**config.mk**
```make
export PLATFORM = sky130hd
export DESIGN_NAME = sia_exec
export DESIGN_NICKNAME = d
export VERILOG_FILES = /design/src/hdl/sia_pkg.sv /design/src/hdl/sia_exec.sv
export SDC_FILE = /design/constraint.sdc
export NUM_CORES = 1
export LEC_CHECK = 0
export ABC_AREA = 1
export ABC_CLOCK_PERIOD_IN_PS = 17500
export BUFFER_PORTS_ARGS = -buffer_cell sky130_fd_sc_hd__buf_2
export CORE_MARGIN = 2
export CORE_UTILIZATION = 62
export DETAILED_ROUTE_END_ITERATION = 10
export PLACE_DENSITY = 0.81
export SLEW_MARGIN = 20
export SYNTH_ARGS = -nofsm -noshare
export SYNTH_HDL_FRONTEND = slang
export SYNTH_SLANG_ARGS = --single-unit
```
**constraint.sdc**
```tcl
create_clock -name vclk -period 17.5
set_input_delay 2.625 -clock vclk [all_inputs]
set_output_delay 2.625 -clock vclk [all_outputs]
set_load 0.02 [all_outputs]
```
**src/hdl/sia_pkg.sv**
```systemverilog
// ----------------------------------------------------------------------------
// sia_pkg
// Shared types and constants for the scalar imm16 ALU: field widths, action
// codes and the structs passed between the ALU, register file and top level.
// ----------------------------------------------------------------------------
package sia_pkg;

   localparam int SIA_NUM_REGS = 128;
   localparam int ACTION_W     = 2;
   localparam int DST_W        = 7;
   localparam int IMM_W        = 16;
   localparam int DATA_W       = 32;
   localparam int SIGN_BIT     = DATA_W - 1;
   localparam int PROD_W       = DATA_W + IMM_W;

   typedef enum logic [ACTION_W-1:0] {
      ACT_MOVK = 2'd0,
      ACT_ADDK = 2'd1,
      ACT_MULK = 2'd2,
      ACT_SET  = 2'd3
   } sia_action_type;

   // register file write port
   typedef struct packed {
      logic              en;
      logic [DST_W-1:0]  idx;
      logic [DATA_W-1:0] data;
   } sia_wr_type;

   // ALU outcome for one item
   typedef struct packed {
      logic [DATA_W-1:0] result;
      logic              cond_written;
      logic              cond_new;
   } sia_exec_type;

endpackage

```
**src/hdl/sia_exec.sv**
```systemverilog
// ----------------------------------------------------------------------------
// sia_exec
// Immediate ALU: movk, addk and mulk with signed overflow into the condition
// bit, plus a direct register set.
// ----------------------------------------------------------------------------
module sia_exec
   import sia_pkg::*;
(
   input  sia_action_type    action,
   input  logic [DATA_W-1:0] cur,
   input  logic [IMM_W-1:0]  imm16,
   input  logic [DATA_W-1:0] set_value,
   input  logic              cond_old,
   output sia_exec_type      ex
);

   logic [DATA_W-1:0] imm_ext;
   logic [DATA_W-1:0] sum;
   logic              add_ovf;
   logic [PROD_W-1:0] prod;
   logic              mul_ovf;

   assign imm_ext = {{(DATA_W-IMM_W){imm16[IMM_W-1]}}, imm16};
   assign sum     = cur + imm_ext;
   assign add_ovf = ~(cur[SIGN_BIT] ^ imm_ext[SIGN_BIT]) & (cur[SIGN_BIT] ^ sum[SIGN_BIT]);
   assign prod    = PROD_W'($signed(cur) * $signed(imm16));
   // product fits when every bit above the low word repeats its sign bit
   assign mul_ovf = !((&prod[PROD_W-1:SIGN_BIT]) || !(|prod[PROD_W-1:SIGN_BIT]));

   always_comb begin
      ex.result       = imm_ext;
      ex.cond_written = 1'b0;
      ex.cond_new     = cond_old;
      unique case (action)
         ACT_MOVK: begin
            ex.result = imm_ext;
         end
         ACT_ADDK: begin
            ex.result       = sum;
            ex.cond_written = 1'b1;
            ex.cond_new     = add_ovf;
         end
         ACT_MULK: begin
            ex.result       = prod[DATA_W-1:0];
            ex.cond_written = 1'b1;
            ex.cond_new     = mul_ovf;
         end
         ACT_SET: begin
            ex.result = set_value;
         end
         default: begin
            ex.result = imm_ext;
         end
      endcase
   end

endmodule

```
==> Flow_metrics.wiki <==
{| class="wikitable"
! Metric !! Value
|-
| Run status || finished clean
|-
| Total buffers and inverters traversed by the critical path || 5
|-
| Fin crit share || 0.691
|-
| Worst hold path cell count || 4
|-
| Storage cell area || 0 um^2
|-
| Share of synthesized area occupied by flip-flops and latches || 0
|-
| Slew at the pin closest to its max-slew limit || between 1000 and 1500 ps
|-
| Launch point of the critical path || imm16[1]
|-
| CP Data Arrival Time || 9470 ps
|-
| Netlist cell types || 45
|-
| WP data required || 14,880 ps
|-
| Routability congestion estimate from global placement || ~1.1
|-
| Type of destination of the critical path || primary output
|-
| Initial core utilization || 0.626
|-
| Number of remaining DRC errors || 0
|-
| Total gr overflow || 0
|-
| Worst slack after detailed placement || 5540 ps
|-
| Cell with the biggest individual delay on the critical path || sky130_fd_sc_hd__buf_2
|-
| Class of the worst hold path || in -> out
|-
| Crit start category || input port
|-
| Setup violators final || 0
|-
| Iteration-0 DRC count of the detailed router || 2,000
|-
| Final count of pins violating max slew || 0
|-
| Unrepaired setup endpoints after global routing || false
|-
| Number of hold buffers added after CTS || 0
|-
| Tot GR Track Use || 0.410
|-
| Post-Route Setup TNS || 0 ps
|-
| Wire length per cell || 19.9 um
|-
| Core footprint || between 30,000 and 40,000 um^2
|-
| Overall via count from detail_route || ~21k
|-
| Combined area of the multi-input logic cells || 18,600 um^2
|-
| Yosys synthesis warning count || 0
|-
| Post CTS Setup Buffer Count || 0
|-
| Share of cells above drive strength 1 || 0.0566
|-
| CP dominant cell by count || sky130_fd_sc_hd__fa_1
|-
| Average instance area after synthesis || ~6.9 um^2
|-
| Max_slew headroom || 0.228
|-
| Maximum number of pins on one net before global-route repair || 36
|-
| Post-detailed-placement half-perimeter wirelength || 61.7 mm
|-
| Sequential cell count || 0
|-
| Number of rows created at floorplan || 70
|-
| Depth of the critical timing path with buffers and inverters included || 27
|-
| Highest clock rate || 82.7 MHz
|-
| Number of search-and-repair iterations in the first detailed-routing pass || 6
|-
| # fillers || roughly 3.3k
|-
| Die extent in x || around 200 um
|-
| Top-level port count || approximately 120
|-
| Layout net count || 4,057
|-
| Number of failing hold endpoints at the final stage || 0
|-
| Cell family contributing the most delay on the critical path || adder cells
|-
| Kind of critical path || in -> out
|-
| Setup slack of the critical path after layout || around 5400 ps
|-
| HP Start || set_value[0]
|-
| Synthesized instance count || 3,306
|-
| Worst hold-check slack || 5670 ps
|-
| Number of global-route vias before repair || 22.4k
|-
| Clock period minus worst slack || 12,100 ps
|-
| IO buf count || 117
|-
| Global-route wire length before repair || 121 mm
|-
| Y dimension of the die || 195 um
|-
| Number of clock buffers in the layout || 0
|-
| Die Area || 38,200 um^2
|-
| Number of nets in the synthesized netlist || a little over 4k
|-
| Total Routed Length || 75.2 mm
|-
| # resized after CTS || 0
|-
| Hold Path Sink || ex[2]
|-
| Syn Std Cell Area || approximately 23,000 um^2
|-
| Number of max-capacitance violations reported || 0
|-
| Routed via count divided by cell count || 5.56
|-
| Largest stage delay on the critical path || 680 ps
|-
| Largest driver fanout on the critical path || 34
|-
| Number of antenna violations at the first check in global routing || 1
|-
| Synthesis-to-finish area growth || 3.55%
|-
| Antenna-violating nets left || 0
|}
-- metrics by stage --
step | instance area [um^2] | utilization | std cells
floorplan | 22700 | - | 3306
global placement | 23500 | 0.648 | 3787
detailed placement | 23500 | 0.648 | 3787
CTS | 23500 | 0.648 | 3787
global route | 23500 | 0.648 | 3787
finish | 23500 | 0.648 | 3788
-- metal layers --
metal	vias up	global-route usage	share of wire
li1	9458	-	-
met1	10200	0.541	0.38
met2	1186	0.696	0.47
met3	232	0.0537	0.10
met4	0	0.147	0.043
met5	-	0	0
-- layout by cell type, fill, tap and decap left out, drive strengths merged, types with 12 or more instances in the layout --
master	Yosys	layout
a31oi	16	16
ha	166	166
inv	1003	1003
nor3	16	16
nand3	84	84
xnor2	12	12
xor2	13	13
nand2	975	975
a21oi	103	103
buf	4	123
o21ai	68	68
nor2	163	163
nand4	31	31
fa	487	487
-- area by class of cell --
class / count / area share
diodes: 1 / 0.000106
repair buffers: 123 / 0.0268
multi-input cells: 2191 / 0.788
inverters: 1005 / 0.160
well taps: 468 / 0.0249
-- cell usage after synthesis, types with 12 or more instances --
| library cell | number | area share |
|---|---|---|
| sky130_fd_sc_hd__o21ai_0 | 62 | 0.014 |
| sky130_fd_sc_hd__xnor2_1 | 12 | 0.0046 |
| sky130_fd_sc_hd__nor2_1 | 147 | 0.024 |
| sky130_fd_sc_hd__nand4_1 | 31 | 0.0085 |
| sky130_fd_sc_hd__clkbuf_1 | 106 | 0.018 |
| sky130_fd_sc_hd__nand3_1 | 76 | 0.017 |
| sky130_fd_sc_hd__inv_1 | 994 | 0.16 |
| sky130_fd_sc_hd__nand2_1 | 968 | 0.16 |
| sky130_fd_sc_hd__fa_1 | 487 | 0.43 |
| sky130_fd_sc_hd__ha_1 | 166 | 0.091 |
| sky130_fd_sc_hd__a21oi_1 | 99 | 0.022 |
| sky130_fd_sc_hd__xor2_1 | 13 | 0.0050 |
| sky130_fd_sc_hd__nor2_2 | 15 | 0.0041 |
| sky130_fd_sc_hd__a31oi_1 | 16 | 0.0044 |
-- how the worst max path moves through the flow --
| stage | to | slack (ps) |
|---|---|---|
| final | ex[0] | 5400 |
| after global routing | ex[31] | 5150 |
| after CTS | ex[0] | 5510 |
| after detailed placement | ex[0] | 5540 |
| after global placement | ex[0] | 5540 |
| after floorplan | ex[0] | 6620 |
-- logic make-up after synthesis --
family | after synthesis | share of synthesized area
simple gates | 1286 | 0.229
buf+inv | 1115 | 0.184
compound gates | 227 | 0.0570
xor+xnor | 25 | 0.00963
fa+ha+maj | 653 | 0.520
Power is left out: the tool's default activity adds up to more than one toggle a clock period on the data nets, which glitch-free logic cannot reach.
