<file path="src/hdl/sia_pkg.sv">
// ----------------------------------------------------------------------------
// sia_pkg
// Shared types and constants for the scalar imm16 ALU: field widths, action
// codes and the structs passed between the ALU, register file and top level.
// ----------------------------------------------------------------------------
package sia_pkg;

   localparam int SIA_NUM_REGS = 128;
   localparam int ACTION_W     = 2;
   localparam int DST_W        = 7;
   localparam int IMM_W        = 16;
   localparam int DATA_W       = 32;
   localparam int SIGN_BIT     = DATA_W - 1;
   localparam int PROD_W       = DATA_W + IMM_W;

   typedef enum logic [ACTION_W-1:0] {
      ACT_MOVK = 2'd0,
      ACT_ADDK = 2'd1,
      ACT_MULK = 2'd2,
      ACT_SET  = 2'd3
   } sia_action_type;

   // register file write port
   typedef struct packed {
      logic              en;
      logic [DST_W-1:0]  idx;
      logic [DATA_W-1:0] data;
   } sia_wr_type;

   // ALU outcome for one item
   typedef struct packed {
      logic [DATA_W-1:0] result;
      logic              cond_written;
      logic              cond_new;
   } sia_exec_type;

endpackage

</file>
<file path="src/hdl/sia_regfile.sv">
// ----------------------------------------------------------------------------
// sia_regfile
// Scalar register file: synchronous memory, one write and one registered read
// per cycle (read-first). Per-entry valid bits flag unwritten entries on rd_hit.
// ----------------------------------------------------------------------------
module sia_regfile
   import sia_pkg::*;
#(
   parameter int NUM_REGS = SIA_NUM_REGS
) (
   input  logic              clock,
   input  logic              reset,
   input  logic              rd_en,
   input  logic [DST_W-1:0]  rd_idx,
   input  sia_wr_type        wr,
   output logic [DATA_W-1:0] rd_data,
   output logic              rd_hit
);

   localparam int IDX_W = $clog2(NUM_REGS);

   logic [DATA_W-1:0] regs_ff [NUM_REGS];
   logic [NUM_REGS-1:0] valid_ff;
   logic [DATA_W-1:0] rd_data_ff;
   logic              rd_hit_ff;

   always_ff @(posedge clock) begin
      if (wr.en) begin
         regs_ff[wr.idx[IDX_W-1:0]] <= wr.data;
      end
      if (rd_en) begin
         rd_data_ff <= regs_ff[rd_idx[IDX_W-1:0]];
      end
   end

   always_ff @(posedge clock) begin
      if (reset) begin
         valid_ff  <= '0;
         rd_hit_ff <= 1'b0;
      end else begin
         if (wr.en) begin
            valid_ff[wr.idx[IDX_W-1:0]] <= 1'b1;
         end
         if (rd_en) begin
            rd_hit_ff <= valid_ff[rd_idx[IDX_W-1:0]];
         end
      end
   end

   assign rd_data = rd_data_ff;
   assign rd_hit  = rd_hit_ff;

endmodule

</file>
<file path="config.mk">
export PLATFORM = sky130hd
export DESIGN_NAME = sia_regfile
export DESIGN_NICKNAME = d
export VERILOG_FILES = /design/src/hdl/sia_pkg.sv /design/src/hdl/sia_regfile.sv
export SDC_FILE = /design/constraint.sdc
export NUM_CORES = 2
export LEC_CHECK = 0
export BUFFER_PORTS_ARGS = -buffer_cell sky130_fd_sc_hd__buf_4
export CELL_PAD_IN_SITES_DETAIL_PLACEMENT = 1
export CELL_PAD_IN_SITES_GLOBAL_PLACEMENT = 1
export CORE_AREA = 2 2 683 685
export CTS_CLUSTER_SIZE = 40
export DETAILED_ROUTE_END_ITERATION = 12
export DIE_AREA = 0 0 685 687
export HOLD_SLACK_MARGIN = 0.12
export PLACE_DENSITY = 0.54
export SYNTH_ARGS = -nofsm -noshare
export SYNTH_HDL_FRONTEND = slang
export SYNTH_SLANG_ARGS = --single-unit
</file>
<file path="constraint.sdc">
create_clock -name clock -period 9.4 [get_ports clock]
set_input_delay 0.47 -clock clock [delete_from_list [all_inputs] [get_ports clock]]
set_output_delay 0.47 -clock clock [all_outputs]
set_load 0.02 [all_outputs]
</file>
==> metrics.txt <==
run status=complete, no violations; area growth from synthesis to final layout=15.12%; category of the critical setup timing path=in2reg; power density cells=218.7 mW/mm2; synthesized cell area=0.1616 mm2; final weighted congestion in routability-driven placement=0.7819; die outline height=687 um; Sum Neg Setup Slack=0 ns; maximum vdd drop=0.0001533 V; floorplan core area=0.4626 mm2; initial antenna violation count=79; warnings from Yosys=0; register area=0.1265 mm2; setup repair after global routing missed its margin=no; global-route wire length before repair=687.0 mm; Critical Path Start Type=input port; Post-Route WL=507.6 mm; die area=0.4706 mm2; drc violations=0; final count of negative-setup-slack endpoints=0; Seq/Total Area, Yosys=78.31%; origin of the critical flop-to-flop path=regs_ff[3][29]; Syn Area/Cell=24.67 um2; crit-path max cell delay=0.62 ns; period utilization=41.84%; fraction of power consumed by sequential logic=51.5%; most used flip-flop cell after synthesis=edfxtp_1; vias after detailed routing=76322; number of maximum-capacitance constraint violations=0; number of cells in the design after placement=12683; Skew-Pair Late Insertion Delay=1.01 ns; Commonest cells post-synth=4128 x edfxtp_1, 1375 x mux4_2, 388 x nor2_1; Global Route met2 Usage=35.26%; Root Driver=clkbuf_16; Final Skew=0.04374 ns; cell with the biggest individual delay on the critical path=mux4_2; most frequent cell after synthesis=edfxtp_1; switching share of power=21.92%; number of global-route vias before repair=79218; relative slew slack=9.983%; Hold Vio Cnt, Final=0; critical-path maximum fanout=104; gate count after technology mapping=6551; H-tree levels=5; data required time of the worst path=10.12 ns; row count=250; end of the worst register-to-register path=rd_data[29]; combined global-route utilization of all metal layers=21.34%; Pwr Total=40.67 mW; minimum period implied by the final worst setup slack=3.933 ns; number of enable-type register cells in the synthesized netlist=4128; Logic pwr share=5.2%; number of buffers created by CTS=436; area of the multi-input gates=0.03441 mm2; Fill cells=42514; top post-synthesis cells by area=edfxtp_1 77%, mux4_2 19%, dfxtp_1 1.6%; number of antenna-violating nets in the routed design=0; met1 routing resource usage after global routing=29.56%; average routed wire per standard cell=37.43 um; instance count along the most critical hold path=1; DRC marker count from the first detailed-route iteration=9589; share of final-layout standard cells stronger than drive strength 1=33.08%; peak-usage layer in the global routing report=met2; CP Cell Sequence=buf_16, buf_4, buf_12, mux4_2, mux4_2, mux4_2, nand2_1, nand2_1; Max Buffers Root-to-Sink=4; max-slew violation total from the final report=0; cell repeated most along the worst path=mux4_2; clock tree from TritonCTS=built; horizontal die dimension=685 um; highest achievable clock rate=254.3 MHz; Total Nets Final=7034; clock network fraction of total power=43.3%; worst-case reg-to-reg path depth=5; crit end category=flip-flop; hold path startpoint=wr[20]; Post-Synthesis Net Count=6601; post-CTS resize count=0; top cell type's share of synthesized area=76.71%; number of top-level pins=83; internal power summed over all cells=31.76 mW; maximum number of pins on one net before global-route repair=154; min setup slack post-route=5.467 ns; top cell type by total area after synthesis=edfxtp_1; setup slack of the worst register-to-register path=6.42 ns; non-filler cells, final=13561; post-CTS clock slew at the launch and capture registers of the worst setup and hold paths=0.06 ns; transition time at the pin with the least slew margin=1.350 ns; met3 Resource Use GR=3.768%; Post-synth ARST share=0%; static power due to leakage=56.65 nW; Min-Delay Path Class=in2reg; Overflow after GRT=0; via density per instance=5.628; end point of the most critical hold path=regs_ff[22][20]; post-placement worst setup slack=4.428 ns; NetSw=8.916 mW; number of distinct standard cells referenced by the synthesized netlist=35; number of iterations in the first detailed-routing pass=6; Yosys reg bits=4257; DP Wirelength=270.9 mm; # port buffers=82; Initial Utilization=34.93%; total clock sinks=4257; arrival time of the worst setup path=4.65 ns
area by class of cell:
type	instances	share of cell area [%]
clock inverter	259	1.520
sequential	4257	68.03
timing repair buffer	341	1.572
multi-input combinational	1947	18.50
clock buffer	554	6.188
inverter	1	0.002018
tap	6174	4.153
antenna	28	0.03767
cell families after synthesis:
kind of cell | Yosys count | share of synthesized area [%]
DFF | 4257 | 78.31
muxes | 1382 | 19.21
and+or+nand+nor | 548 | 1.405
buffers and inverters | 347 | 0.9919
AOI/OAI and AO/OA | 17 | 0.08130
cell usage in the layout (no fill, tap or decap), types with 28 or more instances in the layout:
cell and n:
buf_4 281, bufinv_16 52, clkbuf_1 108, clkbuf_16 441, clkinv_1 92, clkinv_2 77
dfxtp_1 129, diode_2 28, dlygate4sd3_1 37, edfxtp_1 4128, mux4_2 1375, nand2_1 75
nand2b_1 36, nor2_1 260, nor2_4 128
flip-flops by register name, summed over array words and instances (netlist names):
name,flops
regs_ff,4096
valid_ff,128
rd_data,32
rd_hit,1
power groups by stage:
stage / Clock (mW) / Combinational [mW] / Sequential, mW
final: 17.6 / 2.12 / 21.0
after global routing: 18.6 / 2.21 / 21.0
after CTS: 17.9 / 2.15 / 21.0
after detailed placement: 0 / 2.13 / 21.4
after global placement: 0 / 2.11 / 21.4
after floorplan: 0 / 1.02 / 21.3
how the worst max path moves through the flow:
| stage | start | endpoint | slack [ns] | depth (start not counted) |
|---|---|---|---|---|
| floorplan | wr[33] | regs_ff[106][0] | 5.87 | 5 |
| finish | rd_idx[0] | rd_data[18] | 5.47 | 8 |
| global placement | rd_idx[0] | rd_data[18] | 4.38 | 8 |
| CTS | rd_idx[0] | rd_data[18] | 5.54 | 8 |
| global route | rd_idx[0] | rd_data[18] | 5.33 | 8 |
| detailed placement | rd_idx[0] | rd_data[18] | 4.43 | 8 |
metal layers:
| metal | wire length, um | vias to the layer above |
|---|---|---|
| li1 | - | 29139 |
| met5 | 140 | - |
| met1 | 208700 | 43414 |
| met4 | 12720 | 22 |
| met3 | 37950 | 602 |
| met2 | 248100 | 3145 |
through the flow:
step	area, um2	utilization [%]	hold slack (ns)
final	186000	40.21	0.1725
after global routing	185900	40.19	0.1811
after CTS	185900	40.19	0.1329
after detailed placement	171200	37.01	0.4548
after global placement	171200	37.01	0.4483
after floorplan	161600	-	0.4323
what timing repair did:
| item | CTS | global route |
|---|---|---|
| hold buffers | 37 | 0 |
| setup endpoints to repair | 0 | 0 |
| hold endpoints to repair | 1330 | 0 |
| setup buffers | 0 | 0 |
worst max-delay path: cells and delay by family:
kind / cells / cell delay [ns]
mux: 3 / 1.68
buf+inv: 3 / 1.46
simple gates: 2 / 0.54
Power figures use the tool's default switching activity.
